$ cat src/rtl/csp_pkg.sv
// shared types and constants for the column stripe pair detector
// payload structs, configuration struct, register map and reset values
// no dependencies
package csp_pkg;

    typedef struct packed {
        logic [7:0] pixel;
        logic       last_pixel;
    } pixel_item_t;

    typedef struct packed {
        logic       found;
        logic [7:0] first_position;
        logic [7:0] second_position;
    } result_item_t;

    typedef struct packed {
        logic [7:0] gradient_threshold;
        logic [7:0] run_width_min;
        logic [7:0] run_width_max;
        logic [7:0] gap_min;
        logic [7:0] gap_max;
    } cfg_t;

    localparam int APB_ADDR_W = 5;
    localparam int APB_DATA_W = 32;
    localparam int REG_IDX_W  = APB_ADDR_W - 2;

    typedef enum logic [REG_IDX_W-1:0] {
        REG_GRADIENT_THRESHOLD = 3'd0,
        REG_RUN_WIDTH_MIN      = 3'd1,
        REG_RUN_WIDTH_MAX      = 3'd2,
        REG_GAP_MIN            = 3'd3,
        REG_GAP_MAX            = 3'd4
    } reg_index_t;

    localparam logic [7:0] THRESHOLD_RESET = 8'd30;
    localparam logic [7:0] RUN_MIN_RESET   = 8'd2;
    localparam logic [7:0] RUN_MAX_RESET   = 8'd6;
    localparam logic [7:0] GAP_MIN_RESET   = 8'd2;
    localparam logic [7:0] GAP_MAX_RESET   = 8'd15;

    localparam int RUN_W = 9;

endpackage

$ cat src/rtl/csp_regs.sv
// configuration register file behind the apb-style port
// depends on csp_pkg for the register map and reset values
module csp_regs
    import csp_pkg::*;
(
    input  logic                  aclk,
    input  logic                  aresetn,
    input  logic                  psel,
    input  logic                  penable,
    input  logic                  pwrite,
    input  logic [APB_ADDR_W-1:0] paddr,
    input  logic [APB_DATA_W-1:0] pwdata,
    output logic [APB_DATA_W-1:0] prdata,
    output logic                  pready,
    output cfg_t                  cfg
);

    cfg_t                 cfg_reg;
    cfg_t                 cfg_next;
    logic [REG_IDX_W-1:0] reg_idx;
    logic                 wr_en;

    assign reg_idx = paddr[APB_ADDR_W-1:2];
    assign wr_en   = psel && penable && pwrite;
    assign pready  = 1'b1;
    assign cfg     = cfg_reg;

    always_comb begin
        cfg_next = cfg_reg;
        if (wr_en) begin
            case (reg_idx)
                REG_GRADIENT_THRESHOLD: cfg_next.gradient_threshold = pwdata[7:0];
                REG_RUN_WIDTH_MIN:      cfg_next.run_width_min      = pwdata[7:0];
                REG_RUN_WIDTH_MAX:      cfg_next.run_width_max      = pwdata[7:0];
                REG_GAP_MIN:            cfg_next.gap_min            = pwdata[7:0];
                REG_GAP_MAX:            cfg_next.gap_max            = pwdata[7:0];
                default:                cfg_next = cfg_reg;
            endcase
        end
    end

    always_comb begin
        case (reg_idx)
            REG_GRADIENT_THRESHOLD: prdata = {24'd0, cfg_reg.gradient_threshold};
            REG_RUN_WIDTH_MIN:      prdata = {24'd0, cfg_reg.run_width_min};
            REG_RUN_WIDTH_MAX:      prdata = {24'd0, cfg_reg.run_width_max};
            REG_GAP_MIN:            prdata = {24'd0, cfg_reg.gap_min};
            REG_GAP_MAX:            prdata = {24'd0, cfg_reg.gap_max};
            default:                prdata = '0;
        endcase
    end

    always_ff @(posedge aclk) begin
        if (!aresetn) begin
            cfg_reg.gradient_threshold <= THRESHOLD_RESET;
            cfg_reg.run_width_min      <= RUN_MIN_RESET;
            cfg_reg.run_width_max      <= RUN_MAX_RESET;
            cfg_reg.gap_min            <= GAP_MIN_RESET;
            cfg_reg.gap_max            <= GAP_MAX_RESET;
        end else begin
            cfg_reg <= cfg_next;
        end
    end

endmodule

$ cat src/rtl/csp_input_stage.sv
// input register for pixel transfers, with the advance decision
// depends on csp_pkg for the pixel item struct
module csp_input_stage
    import csp_pkg::*;
(
    input  logic        aclk,
    input  logic        aresetn,
    input  logic        s_valid,
    output logic        s_ready,
    input  pixel_item_t s_data,
    input  logic        out_busy,
    output logic        step,
    output pixel_item_t item
);

    logic        in_valid_reg;
    logic        in_valid_next;
    pixel_item_t in_data_reg;

    // only a closing pixel needs room in the result register
    assign step    = in_valid_reg && (!in_data_reg.last_pixel || !out_busy);
    assign s_ready = !in_valid_reg || step;
    assign item    = in_data_reg;

    always_comb begin
        in_valid_next = in_valid_reg;
        if (s_ready) begin
            in_valid_next = s_valid;
        end
    end

    always_ff @(posedge aclk) begin
        if (!aresetn) begin
            in_valid_reg <= 1'b0;
        end else begin
            in_valid_reg <= in_valid_next;
        end
        if (s_ready && s_valid) begin
            in_data_reg <= s_data;
        end
    end

endmodule

$ cat src/rtl/csp_search.sv
// pixel history, gradient and stripe pair search machine for one column
// depends on csp_pkg for the item, result and configuration structs
module csp_search
    import csp_pkg::*;
#(
    parameter int MAX_PIXELS = 256
) (
    input  logic         aclk,
    input  logic         aresetn,
    input  logic         step,
    input  pixel_item_t  item,
    input  cfg_t         cfg,
    output result_item_t result
);

    localparam int CNT_W = $clog2(MAX_PIXELS + 1);
    localparam int IDX_W = $clog2(MAX_PIXELS);
    localparam int CMP_W = (IDX_W > 8) ? IDX_W : 8;
    localparam logic [RUN_W-1:0] RUN_SAT = {RUN_W{1'b1}};

    typedef enum logic [2:0] {
        S_WAIT_RISE = 3'd0,
        S_IN_RISE   = 3'd1,
        S_WAIT_FALL = 3'd2,
        S_IN_FALL   = 3'd3,
        S_MATCHED   = 3'd4
    } search_state_t;

    search_state_t    state_reg, state_next, state_scan;
    logic [7:0]       older_reg, older_next;
    logic [7:0]       newer_reg, newer_next;
    logic [CNT_W-1:0] count_reg, count_next;
    logic [RUN_W-1:0] run_reg, run_next, run_scan, run_inc;
    logic [IDX_W-1:0] first_reg, first_next, first_scan;
    logic [IDX_W-1:0] second_reg, second_next, second_scan;

    logic              active;
    logic              have_grad;
    logic [IDX_W-1:0]  idx;
    logic signed [10:0] grad;
    logic signed [10:0] thr;
    logic              rise;
    logic              fall;
    logic              width_bad;
    logic [IDX_W-1:0]  gap;
    logic              gap_bad;

    assign active    = count_reg < CNT_W'(MAX_PIXELS);
    assign have_grad = active && (count_reg >= CNT_W'(2));
    assign idx       = IDX_W'(count_reg - CNT_W'(2));
    assign grad      = $signed({2'b00, older_reg, 1'b0}) - $signed({2'b00, item.pixel, 1'b0});
    assign thr       = $signed({3'b000, cfg.gradient_threshold});
    assign rise      = grad > thr;
    assign fall      = grad < -thr;
    assign run_inc   = (run_reg == RUN_SAT) ? run_reg : run_reg + RUN_W'(1);
    assign width_bad = (run_reg < {1'b0, cfg.run_width_min}) ||
                       (run_reg > {1'b0, cfg.run_width_max});
    assign gap       = idx - first_reg;
    assign gap_bad   = (CMP_W'(gap) < CMP_W'(cfg.gap_min)) ||
                       (CMP_W'(gap) > CMP_W'(cfg.gap_max));

    // one machine step for the gradient that this pixel completes
    always_comb begin
        state_scan  = state_reg;
        run_scan    = run_reg;
        first_scan  = first_reg;
        second_scan = second_reg;
        if (have_grad) begin
            case (state_reg)
                S_WAIT_RISE: begin
                    if (rise) begin
                        state_scan = S_IN_RISE;
                        run_scan   = run_inc;
                    end
                end
                S_IN_RISE: begin
                    if (rise) begin
                        run_scan = run_inc;
                    end else if (width_bad) begin
                        state_scan = S_WAIT_RISE;
                        run_scan   = '0;
                    end else begin
                        state_scan = S_WAIT_FALL;
                        first_scan = idx;
                        run_scan   = '0;
                    end
                end
                S_WAIT_FALL: begin
                    if (fall) begin
                        state_scan = S_IN_FALL;
                        run_scan   = run_inc;
                    end
                end
                S_IN_FALL: begin
                    if (fall) begin
                        run_scan = run_inc;
                    end else if (width_bad) begin
                        state_scan = S_WAIT_FALL;
                        run_scan   = '0;
                    end else if (gap_bad) begin
                        // rejected gap restarts the distance from here
                        state_scan = S_WAIT_FALL;
                        run_scan   = '0;
                        first_scan = idx;
                    end else begin
                        state_scan  = S_MATCHED;
                        second_scan = idx;
                    end
                end
                default: state_scan = state_reg;
            endcase
        end
    end

    always_comb begin
        state_next  = state_reg;
        run_next    = run_reg;
        first_next  = first_reg;
        second_next = second_reg;
        older_next  = older_reg;
        newer_next  = newer_reg;
        count_next  = count_reg;
        if (step && active) begin
            state_next  = state_scan;
            run_next    = run_scan;
            first_next  = first_scan;
            second_next = second_scan;
            older_next  = newer_reg;
            newer_next  = item.pixel;
            count_next  = count_reg + CNT_W'(1);
        end
        if (step && item.last_pixel) begin
            state_next  = S_WAIT_RISE;
            run_next    = '0;
            first_next  = '0;
            second_next = '0;
            older_next  = '0;
            newer_next  = '0;
            count_next  = '0;
        end
    end

    // result of a closing pixel, taken after its own gradient step
    always_comb begin
        result.found           = active ? (state_scan == S_MATCHED) : (state_reg == S_MATCHED);
        result.first_position  = active ? 8'(first_scan) : 8'(first_reg);
        result.second_position = result.found ?
                                 (active ? 8'(second_scan) : 8'(second_reg)) : 8'd0;
    end

    always_ff @(posedge aclk) begin
        if (!aresetn) begin
            state_reg  <= S_WAIT_RISE;
            run_reg    <= '0;
            first_reg  <= '0;
            second_reg <= '0;
            older_reg  <= '0;
            newer_reg  <= '0;
            count_reg  <= '0;
        end else begin
            state_reg  <= state_next;
            run_reg    <= run_next;
            first_reg  <= first_next;
            second_reg <= second_next;
            older_reg  <= older_next;
            newer_reg  <= newer_next;
            count_reg  <= count_next;
        end
    end

endmodule

$ cat src/rtl/column_stripe_pair_detector.sv
// Column stripe pair detector, top level.
// Pixels of one image column segment arrive on the s_ channel (valid/ready),
// one transfer per pixel, with last_pixel set on the final pixel. For each
// column the block searches the gradient 2*p[i] - 2*p[i+2] for a rising run
// above the threshold followed by a falling run below minus the threshold,
// checks both run widths and the gap between them, and stops at the first
// match. The closing pixel produces exactly one result transfer on the m_
// channel: found, first_position and second_position. Other pixels produce
// nothing.
// Throughput: one pixel per cycle, unless a closing pixel waits on a stalled
// result register; the search machine takes one step per pixel between the
// input register and the result register, which takes each column's result.
// When the receiver stalls, the result register holds its value; pixels that
// do not close a column keep flowing, and the next closing pixel waits in the
// input register, after which s_ready drops. Reset (aresetn, synchronous,
// active low) empties both registers, restores the configuration defaults
// and clears the column state. The user writes configuration over the
// apb-style port only while the block is idle; the block does not check it.
// depends on csp_pkg, csp_regs, csp_input_stage and csp_search
module column_stripe_pair_detector
    import csp_pkg::*;
#(
    parameter int MAX_PIXELS = 256
) (
    input  logic                  aclk,
    input  logic                  aresetn,
    input  logic                  s_valid,
    output logic                  s_ready,
    input  pixel_item_t           s_data,
    output logic                  m_valid,
    input  logic                  m_ready,
    output result_item_t          m_data,
    input  logic                  psel,
    input  logic                  penable,
    input  logic                  pwrite,
    input  logic [APB_ADDR_W-1:0] paddr,
    input  logic [APB_DATA_W-1:0] pwdata,
    output logic [APB_DATA_W-1:0] prdata,
    output logic                  pready
);

    cfg_t         cfg;
    logic         step;
    pixel_item_t  item;
    result_item_t result;
    logic         out_valid_reg;
    logic         out_valid_next;
    result_item_t out_data_reg;
    logic         out_busy;
    logic         out_load;

    csp_regs u_regs (
        .aclk    (aclk),
        .aresetn (aresetn),
        .psel    (psel),
        .penable (penable),
        .pwrite  (pwrite),
        .paddr   (paddr),
        .pwdata  (pwdata),
        .prdata  (prdata),
        .pready  (pready),
        .cfg     (cfg)
    );

    csp_input_stage u_input (
        .aclk     (aclk),
        .aresetn  (aresetn),
        .s_valid  (s_valid),
        .s_ready  (s_ready),
        .s_data   (s_data),
        .out_busy (out_busy),
        .step     (step),
        .item     (item)
    );

    csp_search #(
        .MAX_PIXELS (MAX_PIXELS)
    ) u_search (
        .aclk    (aclk),
        .aresetn (aresetn),
        .step    (step),
        .item    (item),
        .cfg     (cfg),
        .result  (result)
    );

    assign out_busy = out_valid_reg && !m_ready;
    assign out_load = step && item.last_pixel;
    assign m_valid  = out_valid_reg;
    assign m_data   = out_data_reg;

    always_comb begin
        out_valid_next = out_valid_reg;
        if (out_load) begin
            out_valid_next = 1'b1;
        end else if (m_ready) begin
            out_valid_next = 1'b0;
        end
    end

    always_ff @(posedge aclk) begin
        if (!aresetn) begin
            out_valid_reg <= 1'b0;
        end else begin
            out_valid_reg <= out_valid_next;
        end
        if (out_load) begin
            out_data_reg <= result;
        end
    end

endmodule

$ cat config.mk
export PLATFORM = sky130hd
export DESIGN_NAME = column_stripe_pair_detector
export DESIGN_NICKNAME = d
export VERILOG_FILES = /design/src/rtl/csp_pkg.sv /design/src/rtl/csp_regs.sv /design/src/rtl/csp_input_stage.sv /design/src/rtl/csp_search.sv /design/src/rtl/column_stripe_pair_detector.sv
export SDC_FILE = /design/constraint.sdc
export NUM_CORES = 1
export LEC_CHECK = 0
export BUFFER_PORTS_ARGS = -buffer_cell sky130_fd_sc_hd__buf_2
export CAP_MARGIN = 20
export CORE_UTILIZATION = 34
export CTS_BUF_LIST = sky130_fd_sc_hd__clkbuf_4
export DETAILED_ROUTE_END_ITERATION = 10
export GPL_ROUTABILITY_DRIVEN = 1
export MAX_ROUTING_LAYER = met4
export PLACE_DENSITY = 0.6
export SYNTH_ARGS = -nofsm -noshare
export SYNTH_HDL_FRONTEND = slang
export SYNTH_SLANG_ARGS = --single-unit
export TNS_END_PERCENT = 20
$ cat constraint.sdc
create_clock -name aclk -period 3.75 [get_ports aclk]
set_input_delay 0.375 -clock aclk [delete_from_list [all_inputs] [get_ports aclk]]
set_output_delay 0.375 -clock aclk [all_outputs]
set_load 0.01 [all_outputs]
==> summary.txt <==
Status
  • Outcome: finished with violations
  • Violated checks: setup timing

Finish
  • Fraction of final layout cells sized beyond drive strength 1: 21.6%
  • Total number of nets in the final design: 1,046
  • Area grow syn2layout: 20.6%
  • Most frequent cells in the layout: 93 x sky130_fd_sc_hd__dfxtp_1, 80 x sky130_fd_sc_hd__nand2_1, 74 x sky130_fd_sc_hd__inv_1, 63 x sky130_fd_sc_hd__ha_1, 59 x sky130_fd_sc_hd__nor2_1
  • Flip-flop count of the largest register, all copies and words added: 40
  • Final instance area: 0.00881 mm2
  • Leading cell type in the layout, fill and taps excluded: sky130_fd_sc_hd__dfxtp_1

Routing
  • Routed wire per std cell: 14.3 um
  • Total detailed-routing wirelength: 17.3 mm
  • Number of iterations in the first detailed-routing pass: 5
  • Count of antenna-violating nets left after detailed routing: 0
  • Total DRC errors in the routed layout: 0
  • Detailed-route vias per instance: between 4 and 5
  • Detailed router's first-iteration violation count: 339
  • Vias post-DR: between 5,000 and 6,000

CTS
  • Level count of the clock H-tree: 4
  • Clk Latency, worst-skew pair: 0.56 ns
  • Max clock buf depth: 2
  • TritonCTS buffer count: 17
  • TritonCTS sink count: around 120
  • Clock-pin slew of the registers on the worst-case setup and hold paths: 0.14 ns
  • Clock tree from TritonCTS: built
  • Root buf cell: sky130_fd_sc_hd__clkbuf_4

STA
  • Highest clock rate: roughly 260 MHz
  • Setup-violating endpoint count in the final report: 3
  • Relative slew margins: roughly 37%
  • Setup slack of the critical path after layout: -0.0797 ns
  • Least-Margin Pin Slew: between 0.9 and 1 ns
  • Clock Skew: roughly 0.028 ns
  • Clock period minus final worst setup slack: 3.83 ns
  • RSZ-0062 raised after global routing: true
  • Share of the cycle needed by the critical path after routing: 102%
  • Hold Vio Cnt, Final: 0
  • Count of pins over their slew limit: 0

Yosys
  • Number of distinct library cell variants in the gate-level netlist after synthesis: 70
  • Dominant register cell in the synthesized netlist: sky130_fd_sc_hd__dfxtp_1
  • Top cell type by total area after synthesis: sky130_fd_sc_hd__dfxtp_1
  • Cells after Synth: 825
  • Number of register bits inferred by synthesis: between 100 and 150
  • Sequential share of the synthesized area: 36.7%
  • Yosys top cell area share: 26.0%
  • Synth Cell Area: 0.00731 mm2
  • Number of enable-type register cells in the synthesized netlist: 26
  • Share of async-settable or async-resettable flops after synthesis: 0%
  • Ys Warns: 0
  • Dominant cells by area after synthesis: sky130_fd_sc_hd__dfxtp_1 26%, sky130_fd_sc_hd__ha_1 12%, sky130_fd_sc_hd__edfxtp_1 11%
  • Synth Area per Inst: between 8 and 9 um2

Pwr
  • Worst IR Drop VDD: slightly above 0.3 mV
  • Static leakage power: 3.57 nW
  • Power density over the cells: roughly 310 mW/mm2

Place
  • Count of port buffers added during placement: 53
  • Placement-stage cell area: a little over 0.008 mm2
  • Dpl ws: -0.316 ns
  • Routability cong.: approximately 0.85
  • HPWL after detailed placement: 12.8 mm

GRT
  • Total overflow reported by the global router: 0
  • GRT Resource Usage Total: 16.8%
  • First-pass GRT wire length: 28.1 mm
  • Number of global-route vias before repair: 5,608
  • Pin count of the biggest net entering global routing: 44
  • Number of antenna violations at the first check in global routing: 1

Worst setup path
  • Setup Crit Path Kind: reg2reg
  • Setup crit end kind: register
  • Max FO, Critical Path: 5
  • Arr. time, crit path: 4.33 ns
  • Data required time of the worst path: 4.25 ns
  • Crit path launch type: register

Floorplan
  • Width of the die: 149 um
  • Count of standard-cell rows: 53
  • Core outline area: 0.0210 mm2
  • # IOs: 105
  • Die Outline Area: 0.0221 mm2
  • Starting density of the core: 34.8%
  • Die H: 149 um

Flow run
  • Max Cap Viol: 0

Min path
  • Type of the most critical hold path: in2reg
[layer usage]
layer	global-route usage, %	vias to the layer above	part of all wire (%)
li1	-	3045	-
met1	19.8	2778	46
met2	28.2	104	50
met3	4.08	18	3.4
met4	4.85	0	1.3
met5	-	-	0
[worst paths after layout]
kind         cells after the start               endpoint  slack (ns)                  start
max                             18    u_search.run_reg[3]       -0.08  u_search.count_reg[2]
min                              3          u_regs.cfg[3]        0.13              pwdata[3]
max reg2reg                     18    u_search.run_reg[3]       -0.08  u_search.count_reg[2]
min reg2reg                      2  u_search.older_reg[2]        0.46  u_search.newer_reg[2]
[kinds of logic after synthesis]
| family | share of synthesized area [%] |
|---|---|
| AND/OR/NAND/NOR | 16.2 |
| adder cells (fa/ha/maj) | 12.2 |
| flip-flops | 36.7 |
| XOR/XNOR | 3.48 |
| buffers and inverters | 8.43 |
| multiplexers | 5.96 |
| AO/OA/AOI/OAI | 17.0 |
| other | 0.103 |
[worst max-delay path, stage by stage, from the launching register on]
cell and delay (ns):
sky130_fd_sc_hd__dfxtp_2 0.35, sky130_fd_sc_hd__inv_2 0.07, sky130_fd_sc_hd__ha_4 0.14, sky130_fd_sc_hd__or3b_4 0.41, sky130_fd_sc_hd__xnor2_4 0.17, sky130_fd_sc_hd__ha_4 0.30, sky130_fd_sc_hd__inv_2 0.05, sky130_fd_sc_hd__o21bai_4 0.13
sky130_fd_sc_hd__a21oi_2 0.08, sky130_fd_sc_hd__xnor2_2 0.22, sky130_fd_sc_hd__ha_1 0.28, sky130_fd_sc_hd__nand4_1 0.09, sky130_fd_sc_hd__a21oi_2 0.04, sky130_fd_sc_hd__a211oi_2 0.31, sky130_fd_sc_hd__a21oi_4 0.09, sky130_fd_sc_hd__a41oi_4 0.33
sky130_fd_sc_hd__o211ai_2 0.17, sky130_fd_sc_hd__or3_4 0.39, sky130_fd_sc_hd__a21oi_2 0.13
[Yosys cell counts, drive strengths merged, types with 15 or more instances]
cell	n
a211oi	15
a21oi	56
a22oi	23
buf	32
clkbuf	26
dfxtp	95
edfxtp	26
ha	68
inv	78
mux2i	39
nand2	80
nand3	26
nor2	60
nor2b	33
o21ai	27
xnor2	19
[cell type report]
class                   instances  area (um2)
clock buffers                  17         128
fillers                      2078       12200
multi-input cells             592        4380
flip-flops and latches        121        2690
well taps                     275         344
inverters                      79         298
clock inverters                15         203
diodes                          1        2.50
repair buffers                112         777
[metrics by stage]
step / std cells / setup TNS [ns] / util, % / hold WS (ns) / total power, W
after CTS: 1207 / -0.00917 / 41.0 / 0.0997 / 0.00278
after global routing: 1212 / -5.55 / 41.9 / 0.0919 / 0.00289
final: 1212 / -0.114 / 41.9 / 0.129 / 0.00276
after detailed placement: 1161 / -8.94 / 38.4 / 0.443 / 0.00167
after floorplan: 848 / 0 / - / 0.432 / 0.00159
after global placement: 1161 / -4.95 / 38.4 / 0.437 / 0.00167
[power breakdown]
part | internal [W] | switching (W) | total (W)
combinational | 0.000126 | 0.000183 | 0.000308
clock | 0.000490 | 0.000597 | 0.00109
sequential | 0.00135 | 0.0000121 | 0.00136
total | 0.00197 | 0.000791 | 0.00276
[what timing repair did]
action / 4_1_cts / 5_1_grt
cloned: 2 / 1
gates resized for setup: 23 / 26
setup buffers: 3 / 3
endpoints found under the setup margin: 44 / 44
pin swaps: 20 / 27
hold endpoints to repair: 9 / 0
hold buffers: 9 / 0
Power figures use the tool's default switching activity.
